`src/design/lhd_pkg.sv`:
```
// shared types and constants of the linear hash duplicate filter
`default_nettype none
package lhd_pkg;

  localparam int unsigned DATA_W      = 32;
  localparam int unsigned QUEUE_DEPTH = 2;
  localparam int unsigned QA_W        = $clog2(QUEUE_DEPTH);
  localparam int unsigned QC_W        = $clog2(QUEUE_DEPTH + 1);

  // one result item handed from the engine to the output register
  typedef struct packed {
    logic signed [DATA_W-1:0] value;
    logic                     is_new;
    logic                     table_full;
  } lhd_res_t;

endpackage
`default_nettype wire

```
`src/design/lhd_front.sv`:
```
// front queue: accepts items and holds them until the engine takes them
`default_nettype none
module lhd_front (
  input  wire logic                                clk,
  input  wire logic                                rst_n,
  input  wire logic                                in_valid,
  output logic                                     in_ready,
  input  wire logic signed [lhd_pkg::DATA_W-1:0]   in_value,
  output logic                                     q_valid,
  input  wire logic                                q_ready,
  output logic signed [lhd_pkg::DATA_W-1:0]        q_value
);

  logic signed [lhd_pkg::DATA_W-1:0] mem_r [lhd_pkg::QUEUE_DEPTH];
  logic [lhd_pkg::QA_W-1:0] wp_r, wp_nxt, rp_r, rp_nxt;
  logic [lhd_pkg::QC_W-1:0] cnt_r, cnt_nxt;
  logic push, pop;

  assign in_ready = (cnt_r != lhd_pkg::QC_W'(lhd_pkg::QUEUE_DEPTH));
  assign q_valid  = (cnt_r != '0);
  assign q_value  = mem_r[rp_r];
  assign push     = in_valid && in_ready;
  assign pop      = q_valid && q_ready;

  always_comb begin
    wp_nxt  = wp_r;
    rp_nxt  = rp_r;
    cnt_nxt = cnt_r;
    if (push) begin
      wp_nxt = (wp_r == lhd_pkg::QA_W'(lhd_pkg::QUEUE_DEPTH - 1)) ? '0 : wp_r + 1'b1;
    end
    if (pop) begin
      rp_nxt = (rp_r == lhd_pkg::QA_W'(lhd_pkg::QUEUE_DEPTH - 1)) ? '0 : rp_r + 1'b1;
    end
    if (push && !pop) begin
      cnt_nxt = cnt_r + 1'b1;
    end else if (pop && !push) begin
      cnt_nxt = cnt_r - 1'b1;
    end
  end

  always_ff @(posedge clk) begin
    if (!rst_n) begin
      wp_r  <= '0;
      rp_r  <= '0;
      cnt_r <= '0;
    end else begin
      wp_r  <= wp_nxt;
      rp_r  <= rp_nxt;
      cnt_r <= cnt_nxt;
    end
  end

  always_ff @(posedge clk) begin
    if (push) begin
      mem_r[wp_r] <= in_value;
    end
  end

endmodule
`default_nettype wire

```
`config.mk`:
```
export PLATFORM = sky130hd
export DESIGN_NAME = lhd_front
export DESIGN_NICKNAME = d
export VERILOG_FILES = /design/src/design/lhd_pkg.sv /design/src/design/lhd_front.sv
export SDC_FILE = /design/constraint.sdc
export NUM_CORES = 1
export LEC_CHECK = 0
export BUFFER_PORTS_ARGS = -buffer_cell sky130_fd_sc_hd__clkbuf_2
export CELL_PAD_IN_SITES_DETAIL_PLACEMENT = 1
export CELL_PAD_IN_SITES_GLOBAL_PLACEMENT = 1
export CORE_ASPECT_RATIO = 1.25
export CORE_MARGIN = 2
export CORE_UTILIZATION = 40
export CTS_BUF_LIST = sky130_fd_sc_hd__clkbuf_8
export DETAILED_ROUTE_END_ITERATION = 16
export PLACE_DENSITY_LB_ADDON = 0.1
export SYNTH_ARGS = -nofsm -noshare
export SYNTH_HDL_FRONTEND = slang
export SYNTH_SLANG_ARGS = --single-unit
```
`constraint.sdc`:
```
create_clock -name clk -period 2 [get_ports clk]
set_input_delay 0.2 -clock clk [delete_from_list [all_inputs] [get_ports clk]]
set_output_delay 0.2 -clock clk [all_outputs]
set_load 0.01 [all_outputs]
```
---- After elaboration in Yosys (flattened, before gate mapping) ----
Memories as Yosys holds them, arrays and structs flattened. A register that Yosys moved wholly into a read port is not among the register bits.
Cells that the tools add are included.
cells by class
  add/subtract/negate cells ............... 4
  multiply operators ...................... 0
  divide/modulo/power cells ............... 0
  $lt $le $gt $ge ......................... 0
  equality and inequality tests ........... 1
  shifts and indexed selects .............. 0
  multiplexer cells ....................... 8
  bitwise gates (word level) .............. 0
  reduce and logical (&&, ||, !) cells .... 8
operators with widths
  operator             count
  $mux 1               6
  $logic_and 1x1->1    4
  $mux 2               2
  $reduce_bool 2->1    2
  $add 1x1->1 const B  2
  $add 2x1->2 const B  1
  $logic_not 1->1      2
  $ne 2x2->1 const B   1
  $sub 2x1->2 const B  1
storage, ports and cells
  flip-flop bits (word level) ............. 4
  latch bits .............................. 0
  memory bits (writable) .................. 64
  ROM bits ................................ 0
  input bits .............................. 36
  output and inout bits ................... 34
  logic and storage cells ................. 25
  memories kept ........................... 1
memories
  memory  words  bits a word  rd ports  clocked after Yosys merged registers in  write ports  line             RTL
  mem_r   2      32           1         1                                        1            lhd_front.sv:14  logic signed [lhd_pkg::DATA_W-1:0] mem_r [lhd_pkg::QUEUE_DEPTH];

---- Longest topological paths before layout ----
  word-level depth ........................ 6
  depth in mapped cells ................... 6
  mapped depth without buffers ............ 6

---- Worst setup path before layout ----
No wires, ideal clock.
  path kind ............................... flip-flop to flip-flop
  start ................................... reg cnt_r[0] in the netlist's numbering
  end ..................................... mem mem_r[1][0] in the netlist's numbering (enable)
  library setup time ...................... 0.392 ns
  arrival ................................. 1.408 ns
  data required time ...................... 1.608 ns
  path slack .............................. 0.199 ns
  cell stages (with the launch flop) ...... 3
  cell sequence ........................... dfxtp_1 -> nand2b_4 -> and3_1
between the ends
  word-level cells in the longest chain between the ends .. 4
ends and longest elaborated chain
  item                          line             RTL
  start, declared               lhd_front.sv:16  logic [lhd_pkg::QC_W-1:0] cnt_r, cnt_nxt;
  start signal, assigned        lhd_front.sv:50  cnt_r <= cnt_nxt;
  $ne 2x2->1                    lhd_front.sv:19  assign in_ready = (cnt_r != lhd_pkg::QC_W'(lhd_pkg::QUEUE_DEPTH));
  via in_ready                  lhd_front.sv:7   output logic in_ready,
  $logic_and 1x1->1             lhd_front.sv:22  assign push = in_valid && in_ready;
  $mux 1                        lhd_front.sv:55  if (push) begin
  $mux 1 (not written as such)  lhd_front.sv:56  mem_r[wp_r] <= in_value;
  end, declared                 lhd_front.sv:14
The timed path passes the listed nets, and every way through them passes these cells.

==> out/metrics.yaml <==
whs_endpoint: "mem_r[0][20]$_DFFE_PP_"
vias: 1367
relSlewSlack_pct: 76.10
place_congestion: 0.6657
fp.dieW_um: 75.43
slew_viol_final: 0
ys_warn_count: 0
drc_errors: 0
synth_edf_count: 64
drive_gt1_share_pct: 59.05
io_buffers: 69
clockRootBuffer: "clkbuf_8"
grt_max_degree: 22
critPathLaunchType: "register"
critPathRequiredTime_ps: 1800
synth_seq_cells: 69
finalCritPeriodShare_pct: 89.95
syn_avg_cell_area_um2: 20.57
p_int_w: 0.003278
ios: 70
comb_power_share_pct: 23.6
hold_buffers: 0
clk_latency_ps: 340
cts_setup_buffers: 0
holdPathStages: 1
leakage_nw: 1.267
worst_pin_slew_ps: 358.1
cts_sinks: 69
period_minus_slack_ps: 1799
setup_viol: 0
cts_tree: "done"
wl_mm: 4.523
synth_ff_type: "edfxtp_1"
status: "finished, final reports clean"
min_path_type: "input port to register"
cts-resized-gates: 0
post-dp-hpwl_mm: 3.212
hold_viol: 0
synth_largest_area_cell: "edfxtp_1"
clk_pin_slew_ps: 70
async_flop_share_pct: 0
clockBufferDepth: 2
critPathBufInv: 2
finClkSkew_ps: 5.064
antenna_cells: 0
die_y_um: 93.29
synthesis.nets: 161
h-tree-depth: 3
p_total_w: 0.004384
synth.cell_area_um2: 2551
viasPerCell: 4.634
grt_setup_unrepaired: "no"
synth_common_cells: "edfxtp_1, mux2_2, dfxtp_1, and2_1, buf_4"
ys_top_cells_by_area: "edfxtp_1, mux2_2, dfxtp_1"
cp-end-kind: "primary output"
p_clk_share_pct: 33.2
ys_seq_area_share_pct: 79.25
path_cells: "buf_4 > mux2_2 > clkbuf_2"
cp_slowest_stage_delay_ps: 540
arrival_ps: 1600
firstDrtPassIters: 4
fmax_ghz: 0.5559
ir_drop_mv: 0.6228
start_util_pct: 41.38
synth_top_cell_area_share_pct: 75.33
r2r_cells: 5
fin_setup_tns_ps: 0
grt_pass1_wl_mm: 7.065
ys_types: 21
reg2reg_to: "cnt_r[1]$_SDFFE_PN0P_"
cap_violations: 0
cts_made_buffers: 9
seqPwrFrac_pct: 43.2
synth_cells: 124
fp.coreArea_um2: 6166
rows: 32
worst-setup-path-type: "register to primary output"
yosysMostFrequentCell: "edfxtp_1"
p_sw_share_pct: 25.22
wl_per_cell_um: 15.33
track_usage_pct: 14.29
p_switching_w: 0.001106
cp_top_family: "flip-flops"
area_growth_pct: 29.43
cp.depth: 3
drt_iter0_markers: 66
drtAntennaViolNets: 0
path_max_fanout: 9
grt_overflow: 0
hp-start: "in_value[20]"
grt_antenna_before_repair: 0
powerDensity_nw_per_um2: 1328
die_area_um2: 7037
cp_slowest_cell: "dfxtp_1"
r2r_start: "cnt_r[0]$_SDFFE_PN0P_"
r2r_slack_ps: 380
layout.nets: 242
grt_pass1_vias: 1505
==> power by group through the flow <==
stage               registers (W)  logic (W)  clock network (W)
floorplan                 0.00189   0.000674                  0
global route              0.00192    0.00113            0.00154
finish                    0.00189    0.00104            0.00146
detailed placement        0.00193    0.00105                  0
CTS                       0.00190    0.00106            0.00149
global placement          0.00191    0.00102                  0
==> metrics by stage <==
step                cells  area, um^2  setup slack (ps)  util, %  hold slack (ps)
detailed placement    279        3040             406.0    49.31            393.1
global route          295        3302             96.49    53.55            25.41
finish                295        3302             201.0    53.55            44.23
global placement      279        3040             477.8    49.31            388.5
floorplan             124        2551             199.5        -            298.9
CTS                   295        3302             150.5    53.55            26.40
==> how the worst max path moves through the flow <==
stage / to
final: q_value[23]
after CTS: q_value[14]
after global placement: cnt_r[1]$_SDFFE_PN0P_
after detailed placement: cnt_r[1]$_SDFFE_PN0P_
after global routing: q_value[23]
after floorplan: mem_r[1][0]$_DFFE_PP_
==> state kept, by name, summed over array words and instances (netlist names), named ones only <==
register,count
cnt_r,2
mem_r,64
rp_r,1
wp_r,1
==> cells by family (layout without fill, tap and decap cells) <==
logic type	Yosys count	after routing	share of synthesized area [%]
flops	69	69	79.25
mux	32	32	14.12
simple gates	9	9	2.551
compound gates	5	5	1.373
buf+inv	5	91	1.177
xor+xnor	3	3	1.030
fa+ha+maj	1	1	0.4904
==> metal layers <==
metal  vias up  GRT usage [%]  routed length, um
met5         -              0                  0
met4         0          7.164                113
met3        10          6.250                303
li1        643              -                  -
met1       663          14.17               1677
met2        51          24.57               2429
==> worst reg2reg max path: cells and delay by family (launching register included) <==
family                   cells  cell delay [ps]
AND/OR/NAND/NOR              3              720
adder cells (fa/ha/maj)      1              330
AO/OA/AOI/OAI                1              140
flip-flops                   1              370
==> final cells by class <==
| cell class | instances | area [um^2] |
|---|---|---|
| clock buffers | 9 | 123.9 |
| clock inverters | 7 | 137.6 |
| fillers | 631 | 2864 |
| inverters | 1 | 3.754 |
| multi-input cells | 50 | 500.5 |
| flip-flops and latches | 69 | 2022 |
| well taps | 85 | 106.4 |
| repair buffers | 74 | 407.9 |
==> cells in the final DEF (no fill, tap or decap), types with 2 or more instances in the layout <==
master | Yosys | final
clkbuf_2 | 0 | 69
edfxtp_1 | 64 | 64
mux2_2 | 30 | 30
clkbuf_8 | 0 | 9
dfxtp_1 | 5 | 5
and2_1 | 4 | 4
bufinv_16 | 0 | 4
buf_4 | 3 | 3
mux2_1 | 2 | 2
xnor2_1 | 2 | 2
clkinv_2 | 0 | 2
buf_12 | 0 | 2
Note: power is estimated with default switching activity, not from simulation.
